==> config.mk <==
export PLATFORM = sky130hd
export DESIGN_NAME = relative_peak_evaluate_threshold_unit_flat
export DESIGN_NICKNAME = d
export VERILOG_FILES = /design/src/relpk_pkg.sv /design/src/relpk_pix_if.sv /design/src/relpk_res_if.sv /design/src/relative_peak_evaluate_threshold_unit.sv /design/src/relpk_lane.sv /design/src/relpk_merge.sv /design/src/flat_wrapper.sv
export SDC_FILE = /design/constraint.sdc
export NUM_CORES = 2
export LEC_CHECK = 0
export ABC_AREA = 1
export BUFFER_PORTS_ARGS = -buffer_cell sky130_fd_sc_hd__buf_4
export CAP_MARGIN = 20
export CORE_ASPECT_RATIO = 2
export CORE_UTILIZATION = 40
export CTS_CLUSTER_SIZE = 30
export DETAILED_ROUTE_END_ITERATION = 6
export PLACE_DENSITY_LB_ADDON = 0.05
export SYNTH_ARGS = -nofsm -noshare
export SYNTH_HDL_FRONTEND = slang
export SYNTH_SLANG_ARGS = --single-unit
==> constraint.sdc <==
create_clock -name i_clk -period 183.3 [get_ports i_clk]
set_input_delay 18.33 -clock i_clk [delete_from_list [all_inputs] [get_ports i_clk]]
set_output_delay 18.33 -clock i_clk [all_outputs]
set_load 0.05 [all_outputs]
==> src/relpk_pkg.sv <==
// ----------------------------------------------------------------------------
// relpk_pkg
// shared widths, register map and lane flag type for the relative peak
// evaluation unit
// ----------------------------------------------------------------------------
package relpk_pkg;

    localparam int PIX_W      = 8;
    localparam int EVAL_W     = 17;
    localparam int THR_W      = 17;
    localparam int APB_ADDR_W = 3;
    localparam int APB_DATA_W = 32;

    localparam logic [THR_W-1:0] THR_RESET = 17'd32768;

    // register index, taken from paddr[APB_ADDR_W-1]
    localparam logic REG_PEAK_THRESHOLD = 1'b0;

    // divide by five as (x * RECIP5) >> RECIP5_SHIFT, exact for x below 2**30
    localparam int                  RECIP5_W     = 28;
    localparam int                  RECIP5_SHIFT = 30;
    localparam logic [RECIP5_W-1:0] RECIP5       = 28'd214748365;

    typedef struct packed {
        logic neg;
        logic sat;
    } t_lane_flags;

endpackage

==> src/relpk_pix_if.sv <==
// ----------------------------------------------------------------------------
// relpk_pix_if
// input channel: one pixel and its local area average per beat
// ----------------------------------------------------------------------------
interface relpk_pix_if import relpk_pkg::*; ();

    logic             valid;
    logic             ready;
    logic [PIX_W-1:0] red;
    logic [PIX_W-1:0] green;
    logic [PIX_W-1:0] blue;
    logic [PIX_W-1:0] avg_red;
    logic [PIX_W-1:0] avg_green;
    logic [PIX_W-1:0] avg_blue;

    modport source (
        output valid, red, green, blue, avg_red, avg_green, avg_blue,
        input  ready
    );

    modport sink (
        input  valid, red, green, blue, avg_red, avg_green, avg_blue,
        output ready
    );

endinterface

==> src/relpk_res_if.sv <==
// ----------------------------------------------------------------------------
// relpk_res_if
// output channel: evaluation and line flag per beat
// ----------------------------------------------------------------------------
interface relpk_res_if import relpk_pkg::*; ();

    logic              valid;
    logic              ready;
    logic [EVAL_W-1:0] eval_value;
    logic              is_line;

    modport source (
        output valid, eval_value, is_line,
        input  ready
    );

    modport sink (
        input  valid, eval_value, is_line,
        output ready
    );

endinterface

==> src/relative_peak_evaluate_threshold_unit.sv <==
// ----------------------------------------------------------------------------
// relative_peak_evaluate_threshold_unit
// throughput: one pixel per cycle while the output is not stalled; the channel
// lanes resolve one quotient bit per pipeline stage and the merge divides by
// five with a reciprocal multiply
// reset: synchronous, clears all beat valids, threshold returns to 32768
// ----------------------------------------------------------------------------
module relative_peak_evaluate_threshold_unit import relpk_pkg::*; #(
    parameter int FRAC_BITS = 16
) (
    input  logic                   i_clk,
    input  logic                   i_rst_n,
    relpk_pix_if.sink              i_pix,
    relpk_res_if.source            o_res,
    input  logic                   psel,
    input  logic                   penable,
    input  logic                   pwrite,
    input  logic [APB_ADDR_W-1:0]  paddr,
    input  logic [APB_DATA_W-1:0]  pwdata,
    output logic [APB_DATA_W-1:0]  prdata,
    output logic                   pready
);

    localparam int QW  = PIX_W + FRAC_BITS;
    localparam int UW  = QW + 3;
    localparam int LAT = QW + 4;

    // config register
    logic [THR_W-1:0] r_thr;
    logic             w_reg_sel;

    assign w_reg_sel = (paddr[APB_ADDR_W-1] == REG_PEAK_THRESHOLD);
    assign pready    = 1'b1;
    assign prdata    = w_reg_sel ? {{(APB_DATA_W-THR_W){1'b0}}, r_thr} : '0;

    always_ff @(posedge i_clk) begin
        if (!i_rst_n) begin
            r_thr <= THR_RESET;
        end else if (psel && penable && pwrite && pready && w_reg_sel) begin
            r_thr <= pwdata[THR_W-1:0];
        end
    end

    // pipeline control
    logic [LAT-1:0] r_vld;
    logic           w_en;

    assign w_en        = !r_vld[LAT-1] || o_res.ready;
    assign i_pix.ready = w_en;

    always_ff @(posedge i_clk) begin
        if (!i_rst_n) begin
            r_vld <= '0;
        end else if (w_en) begin
            r_vld <= {r_vld[LAT-2:0], i_pix.valid};
        end
    end

    // channel lanes
    logic [QW-1:0] w_quot_r;
    logic [QW-1:0] w_quot_g;
    logic [QW-1:0] w_quot_b;
    t_lane_flags   w_flags_r;
    t_lane_flags   w_flags_g;
    t_lane_flags   w_flags_b;

    relpk_lane #(.FRAC_BITS(FRAC_BITS)) u_lane_r (
        .i_clk   (i_clk),
        .i_en    (w_en),
        .i_pix   (i_pix.red),
        .i_avg   (i_pix.avg_red),
        .o_quot  (w_quot_r),
        .o_flags (w_flags_r)
    );

    relpk_lane #(.FRAC_BITS(FRAC_BITS)) u_lane_g (
        .i_clk   (i_clk),
        .i_en    (w_en),
        .i_pix   (i_pix.green),
        .i_avg   (i_pix.avg_green),
        .o_quot  (w_quot_g),
        .o_flags (w_flags_g)
    );

    relpk_lane #(.FRAC_BITS(FRAC_BITS)) u_lane_b (
        .i_clk   (i_clk),
        .i_en    (w_en),
        .i_pix   (i_pix.blue),
        .i_avg   (i_pix.avg_blue),
        .o_quot  (w_quot_b),
        .o_flags (w_flags_b)
    );

    // merge and divide by five
    logic [UW-1:0] w_eval;

    relpk_merge #(.FRAC_BITS(FRAC_BITS)) u_merge (
        .i_clk     (i_clk),
        .i_en      (w_en),
        .i_quot_r  (w_quot_r),
        .i_quot_g  (w_quot_g),
        .i_quot_b  (w_quot_b),
        .i_flags_r (w_flags_r),
        .i_flags_g (w_flags_g),
        .i_flags_b (w_flags_b),
        .o_eval    (w_eval)
    );

    // output register
    logic [EVAL_W-1:0] r_eval;
    logic              r_is_line;

    always_ff @(posedge i_clk) begin
        if (w_en) begin
            r_eval    <= w_eval[EVAL_W-1:0];
            r_is_line <= (w_eval >= {{(UW-THR_W){1'b0}}, r_thr});
        end
    end

    assign o_res.valid      = r_vld[LAT-1];
    assign o_res.eval_value = r_eval;
    assign o_res.is_line    = r_is_line;

    // checks
    a_line_flag: assert property (@(posedge i_clk) disable iff (!i_rst_n)
        o_res.valid && !o_res.is_line |-> o_res.eval_value < r_thr)
        else $error("line flag clear with evaluation at or above threshold");

    a_stall_hold: assert property (@(posedge i_clk) disable iff (!i_rst_n)
        o_res.valid && !o_res.ready |=> $stable(r_vld))
        else $error("pipeline moved during output stall");

    a_beat_enter: assert property (@(posedge i_clk) disable iff (!i_rst_n)
        i_pix.valid && i_pix.ready |=> r_vld[0])
        else $error("accepted beat not tracked in first stage");

    a_reset_empty: assert property (@(posedge i_clk)
        $past(!i_rst_n) |-> !o_res.valid)
        else $error("result valid right after reset");

endmodule

==> src/relpk_lane.sv <==
// ----------------------------------------------------------------------------
// relpk_lane
// one color channel: relative excess (pix - avg) / (255 - avg) as a
// magnitude quotient with FRAC_BITS fraction bits, one quotient bit per stage
// ----------------------------------------------------------------------------
module relpk_lane import relpk_pkg::*; #(
    parameter int FRAC_BITS = 16
) (
    input  logic                        i_clk,
    input  logic                        i_en,
    input  logic [PIX_W-1:0]            i_pix,
    input  logic [PIX_W-1:0]            i_avg,
    output logic [PIX_W+FRAC_BITS-1:0]  o_quot,
    output t_lane_flags                 o_flags
);

    localparam int QW = PIX_W + FRAC_BITS;

    logic [PIX_W-1:0] r_mag   [QW+1];
    logic [PIX_W-1:0] r_den   [QW+1];
    logic [PIX_W-1:0] r_rem   [QW+1];
    logic [QW-1:0]    r_quot  [QW+1];
    t_lane_flags      r_flags [QW+1];

    logic             n_neg;
    logic [PIX_W-1:0] n_mag;

    always_comb begin
        n_neg = (i_pix < i_avg);
        n_mag = n_neg ? (i_avg - i_pix) : (i_pix - i_avg);
    end

    always_ff @(posedge i_clk) begin
        if (i_en) begin
            r_mag[0]       <= n_mag;
            r_den[0]       <= {PIX_W{1'b1}} - i_avg;
            r_rem[0]       <= '0;
            r_quot[0]      <= '0;
            r_flags[0].neg <= n_neg;
            r_flags[0].sat <= (i_avg == {PIX_W{1'b1}});
        end
    end

    for (genvar k = 0; k < QW; k++) begin : g_step
        localparam int BIT = QW - 1 - k;

        logic             w_bit;
        logic [PIX_W:0]   w_trial;
        logic [PIX_W:0]   w_diff;
        logic             w_ge;

        if (BIT >= FRAC_BITS) begin : g_num
            assign w_bit = r_mag[k][BIT-FRAC_BITS];
        end else begin : g_zero
            assign w_bit = 1'b0;
        end

        assign w_trial = {r_rem[k], w_bit};
        assign w_diff  = w_trial - {1'b0, r_den[k]};
        assign w_ge    = (w_trial >= {1'b0, r_den[k]});

        always_ff @(posedge i_clk) begin
            if (i_en) begin
                r_mag[k+1]   <= r_mag[k];
                r_den[k+1]   <= r_den[k];
                r_flags[k+1] <= r_flags[k];
                r_rem[k+1]   <= w_ge ? w_diff[PIX_W-1:0] : w_trial[PIX_W-1:0];
                r_quot[k+1]  <= {r_quot[k][QW-2:0], w_ge};
            end
        end
    end

    assign o_quot  = r_quot[QW];
    assign o_flags = r_flags[QW];

endmodule

==> src/relpk_merge.sv <==
// ----------------------------------------------------------------------------
// relpk_merge
// weighted sum 3*r + g + b of the lane results, clamp at zero, then divide
// by five with a reciprocal multiply over two register stages
// ----------------------------------------------------------------------------
module relpk_merge import relpk_pkg::*; #(
    parameter int FRAC_BITS = 16
) (
    input  logic                         i_clk,
    input  logic                         i_en,
    input  logic [PIX_W+FRAC_BITS-1:0]   i_quot_r,
    input  logic [PIX_W+FRAC_BITS-1:0]   i_quot_g,
    input  logic [PIX_W+FRAC_BITS-1:0]   i_quot_b,
    input  t_lane_flags                  i_flags_r,
    input  t_lane_flags                  i_flags_g,
    input  t_lane_flags                  i_flags_b,
    output logic [PIX_W+FRAC_BITS+2:0]   o_eval
);

    localparam int QW = PIX_W + FRAC_BITS;
    localparam int SW = QW + 4;
    localparam int UW = SW - 1;
    // clamped sum never exceeds 5 << FRAC_BITS
    localparam int NW = FRAC_BITS + 3;
    localparam int PW = NW + RECIP5_W;
    localparam int DW = PW - RECIP5_SHIFT;

    function automatic logic signed [SW-1:0] to_rel(
        input logic [QW-1:0] q,
        input t_lane_flags   f
    );
        logic signed [SW-1:0] mag;
        logic signed [SW-1:0] half;
        mag  = signed'({{(SW-QW){1'b0}}, q});
        half = signed'({{(SW-FRAC_BITS){1'b0}}, 1'b1, {(FRAC_BITS-1){1'b0}}});
        if (f.sat) begin
            to_rel = half;
        end else if (f.neg) begin
            to_rel = -mag;
        end else begin
            to_rel = mag;
        end
    endfunction

    logic signed [SW-1:0] w_rel_r;
    logic signed [SW-1:0] w_rel_g;
    logic signed [SW-1:0] w_rel_b;
    logic signed [SW-1:0] w_sum;

    always_comb begin
        w_rel_r = to_rel(i_quot_r, i_flags_r);
        w_rel_g = to_rel(i_quot_g, i_flags_g);
        w_rel_b = to_rel(i_quot_b, i_flags_b);
        w_sum   = (w_rel_r <<< 1) + w_rel_r + w_rel_g + w_rel_b;
    end

    logic [NW-1:0] r_num;
    logic [PW-1:0] r_prod;

    always_ff @(posedge i_clk) begin
        if (i_en) begin
            r_num  <= (w_sum > 0) ? w_sum[NW-1:0] : '0;
            r_prod <= r_num * RECIP5;
        end
    end

    assign o_eval = {{(UW-DW){1'b0}}, r_prod[PW-1:RECIP5_SHIFT]};

endmodule
==> src/flat_wrapper.sv <==
// flat-port wrapper written by rule: the top's interface ports become plain ports
module relative_peak_evaluate_threshold_unit_flat import relpk_pkg::*;
#(
    parameter int FRAC_BITS = 16
)
  (i_clk, i_rst_n, psel, penable, pwrite, paddr, pwdata, prdata, pready, i_pix_valid, i_pix_red, i_pix_green, i_pix_blue, i_pix_avg_red, i_pix_avg_green, i_pix_avg_blue, i_pix_ready, o_res_valid, o_res_eval_value, o_res_is_line, o_res_ready);
  relpk_pix_if i_pix_i ();
  relpk_res_if o_res_i ();
  input  logic i_clk;
  input  logic i_rst_n;
  input  logic psel;
  input  logic penable;
  input  logic pwrite;
  input  logic [APB_ADDR_W-1:0] paddr;
  input  logic [APB_DATA_W-1:0] pwdata;
  output logic [APB_DATA_W-1:0] prdata;
  output logic pready;
  input wire logic [$bits(i_pix_i.valid)-1:0] i_pix_valid;
  input wire logic [$bits(i_pix_i.red)-1:0] i_pix_red;
  input wire logic [$bits(i_pix_i.green)-1:0] i_pix_green;
  input wire logic [$bits(i_pix_i.blue)-1:0] i_pix_blue;
  input wire logic [$bits(i_pix_i.avg_red)-1:0] i_pix_avg_red;
  input wire logic [$bits(i_pix_i.avg_green)-1:0] i_pix_avg_green;
  input wire logic [$bits(i_pix_i.avg_blue)-1:0] i_pix_avg_blue;
  output wire logic [$bits(i_pix_i.ready)-1:0] i_pix_ready;
  output wire logic [$bits(o_res_i.valid)-1:0] o_res_valid;
  output wire logic [$bits(o_res_i.eval_value)-1:0] o_res_eval_value;
  output wire logic [$bits(o_res_i.is_line)-1:0] o_res_is_line;
  input wire logic [$bits(o_res_i.ready)-1:0] o_res_ready;
  assign i_pix_i.valid = i_pix_valid;
  assign i_pix_i.red = i_pix_red;
  assign i_pix_i.green = i_pix_green;
  assign i_pix_i.blue = i_pix_blue;
  assign i_pix_i.avg_red = i_pix_avg_red;
  assign i_pix_i.avg_green = i_pix_avg_green;
  assign i_pix_i.avg_blue = i_pix_avg_blue;
  assign i_pix_ready = i_pix_i.ready;
  assign o_res_valid = o_res_i.valid;
  assign o_res_eval_value = o_res_i.eval_value;
  assign o_res_is_line = o_res_i.is_line;
  assign o_res_i.ready = o_res_ready;
  relative_peak_evaluate_threshold_unit #(.FRAC_BITS(FRAC_BITS)) u_core (.i_clk(i_clk), .i_rst_n(i_rst_n), .i_pix(i_pix_i), .o_res(o_res_i), .psel(psel), .penable(penable), .pwrite(pwrite), .paddr(paddr), .pwdata(pwdata), .prdata(prdata), .pready(pready));
endmodule
==> key figures <==
Layout
  – Layout area overhead: 11.3%
  – Share of layout cells above drive strength 1: 0.0543
  – Finished Layout Cells: 13254
  – Fill count: 25688
  – # nets final: 10454

Timing
  – Hold Slack: 0.317 ns
  – Final min period: 37.82 ns
  – Clock skew: 0.104 ns
  – Fin crit share: 0.206
  – Fin Setup TNS: 0 ns
  – Max-Slew Margin vs Limit: 0.239
  – # setup viols final: 0
  – Maximum clock rate: 26.4 MHz
  – Fin. Hold Viols: 0
  – Final Max Slew Viols: 0
  – Worst Tran Pin Value: 1.14 ns
  – Unrepaired setup endpoints after global routing: no
  – Final WS setup: 145.48 ns

Yosys
  – Ys flop type: edfxtp_1
  – Synth top area share: 0.625
  – Synth cell count leaders: 2340 x edfxtp_1, 1494 x inv_1, 965 x nand2_1
  – Ys async rst share: 0
  – Post-synth EDFFs: 2340
  – Most frequent cell after synthesis: edfxtp_1
  – Ranking of synthesized cells by area: edfxtp_1 62%, ha_1 8.8%, inv_1 5.0%, fa_1 4.2%, nand2_1 3.2%
  – Yosys warnings: 0
  – Mean Syn Cell Area: 12.4 µm²
  – Synth cell types: 57
  – Register area share after synthesis: 0.633
  – Mapped cell area: 0.112 mm²
  – Synthesized instance count: 9068
  – Register bit total from synthesis: 2385
  – Cell taking the most area after synthesis: edfxtp_1

Setup path
  – Reg2reg setup slack: 175.94 ns
  – Crit-path slowest cell: inv_8
  – R2R depth: 11
  – Setup crit end kind: output pin
  – RR Endpoint: u_core.u_lane_r.r_den[0][31]
  – Worst EP arrival: 19.49 ns
  – Crit Path Max Fanout: 82
  – Worst r2r src: u_core.r_vld[27]
  – WP depth: 5
  – Slowest Stage Delay on Critical Path: 0.44 ns
  – Worst Path Buf+Inv: 4
  – Worst Path Required: 164.97 ns
  – CP cell instances: buf_4 -> nor2_1 -> buf_4 -> inv_8 -> buf_4
  – Worst path most repeated cell: buf_4
  – Setup crit start kind: primary input
  – Crit-path leading delay family: buffers and inverters
  – WS Path Type: primary input to output pin

Route
  – Via-to-Cell Ratio: 4.84
  – # DRC: 0
  – Initial DRC Count: 2593
  – Total number of vias: 64132
  – WL per Instance: 16.3 µm
  – DRT Pass-1 Iters: 5
  – Total wire length: 216 mm
  – Routed Antenna Nets: 0

Clock network
  – H-tree levels: 4
  – CTS tree: built
  – # clock sinks: 2385
  – Worst skew pair latency: 0.90 ns
  – CTS Hold Bufs: 0
  – PostCTS Resize Cnt: 0
  – Clock Pin Slew Worst Setup and Hold Paths: 0.07 ns
  – Postcts setup bufs: 0
  – CTS Buf Count: 225
  – Clk buf depth: 4
  – CTS root buffer: clkbuf_16

Min path
  – Hold wc startpoint: u_core.u_lane_g.r_quot[1][99]
  – WHS Endpoint: u_core.u_lane_g.r_quot[1][124]
  – Hold Path Depth: 0
  – HP Class: register to register

Global routing
  – Vias in the first global route: 68143
  – First-pass GRT wire length: 337 mm
  – GRT overflow: 0
  – Total GRT Usage: 0.152
  – Largest net degree at the start of global routing: 203
  – Initial antenna violation count: 1

Placed design
  – GP Congestion: 0.897
  – Port bufs: 109
  – Pre-CTS setup slack: 145.43 ns
  – Placed wire-length estimate: 159 mm
  – Placed insts: 12850

Floorplan
  – Die height: 752 µm
  – Rows: 275
  – Die area: 0.283 mm²
  – Starting density of the core: 0.402
  – Ports: 143
  – Chip Width: 377 µm
  – Core Area: 0.280 mm²

Run
  – Max-cap violations: 0

Outcome
  – Outcome: finished, final reports clean
==> flip-flops by register name, indices dropped and copies added, names as in the netlist, 184 cells and up <==
register,cells
u_core.u_lane_b.r_rem,184
u_core.u_lane_g.r_rem,184
u_core.u_lane_r.r_rem,184
u_core.u_lane_b.r_den,192
u_core.u_lane_g.r_den,192
u_core.u_lane_r.r_den,192
u_core.u_lane_b.r_quot,300
u_core.u_lane_r.r_quot,300
u_core.u_lane_g.r_quot,300
==> worst reg2reg max path, stage by stage, from the launching register on <==
cell     delay, ns
dfxtp_1       0.31
inv_1         0.05
nor2_1        0.03
buf_4         0.22
inv_8         0.44
buf_4         0.73
buf_4         0.84
buf_4         0.88
buf_4         0.77
buf_4         0.83
buf_4         0.82
buf_4         0.93
==> cell usage in the layout (no fill, tap or decap), types with 147 or more instances in the layout <==
cell / count
edfxtp_1: 2340
inv_1: 1494
nand2_1: 965
ha_1: 790
nor2_1: 751
o21ai_0: 609
a21oi_1: 572
xor2_1: 241
fa_1: 236
clkbuf_16: 227
nand3_1: 162
buf_4: 147
==> area by class of cell <==
| cell class | instances | area (µm²) | share of cell area |
|---|---|---|---|
| Antenna cell | 1 | 2.50 | 0.0000200 |
| Clock buffer | 265 | 5820 | 0.0465 |
| Clock inverter | 138 | 1580 | 0.0126 |
| Inverter | 1498 | 5630 | 0.0450 |
| Multi-Input combinational cell | 5077 | 35200 | 0.281 |
| Sequential cell | 2385 | 71200 | 0.568 |
| Tap cell | 3739 | 4680 | 0.0374 |
| Timing Repair Buffer | 151 | 1180 | 0.00945 |
==> cell families (layout without fill, tap and decap cells) <==
family	after synthesis	count (layout)	synth area share
AO/OA/AOI/OAI	1432	1432	0.0695
XOR/XNOR	386	386	0.0301
adder cells (fa/ha/maj)	1026	1026	0.130
buffers and inverters	1620	2052	0.0552
flip-flops	2385	2385	0.633
multiplexers	6	6	0.000534
other	2	17	0.0000668
AND/OR/NAND/NOR	2211	2211	0.0821
==> stage by stage <==
step	area, µm²	utilization
2_1_floorplan	113000	-
3_3_place_gp	118000	0.421
3_5_place_dp	118000	0.421
4_1_cts	125000	0.447
5_1_grt	125000	0.447
6_report	125000	0.447
==> layer usage <==
metal / share of wire / vias up / global-route usage
met5: 0 / - / 0
met2: 0.61 / 815 / 0.331
met4: 0.071 / 0 / 0.102
met3: 0.026 / 538 / 0.0189
met1: 0.29 / 31050 / 0.115
li1: - / 31729 / -
==> worst max-delay path by stage <==
stage / from / endpoint / slack, ns
final: o_res_ready / i_pix_ready / 145.48
after CTS: o_res_ready / i_pix_ready / 145.43
after floorplan: o_res_ready / i_pix_ready / 83.10
after detailed placement: o_res_ready / i_pix_ready / 145.43
after global routing: o_res_ready / i_pix_ready / 145.37
after global placement: o_res_ready / i_pix_ready / 145.43
Power is not shown: default switching activity piles up to over one toggle a cycle in this logic, so the estimate is an artifact.
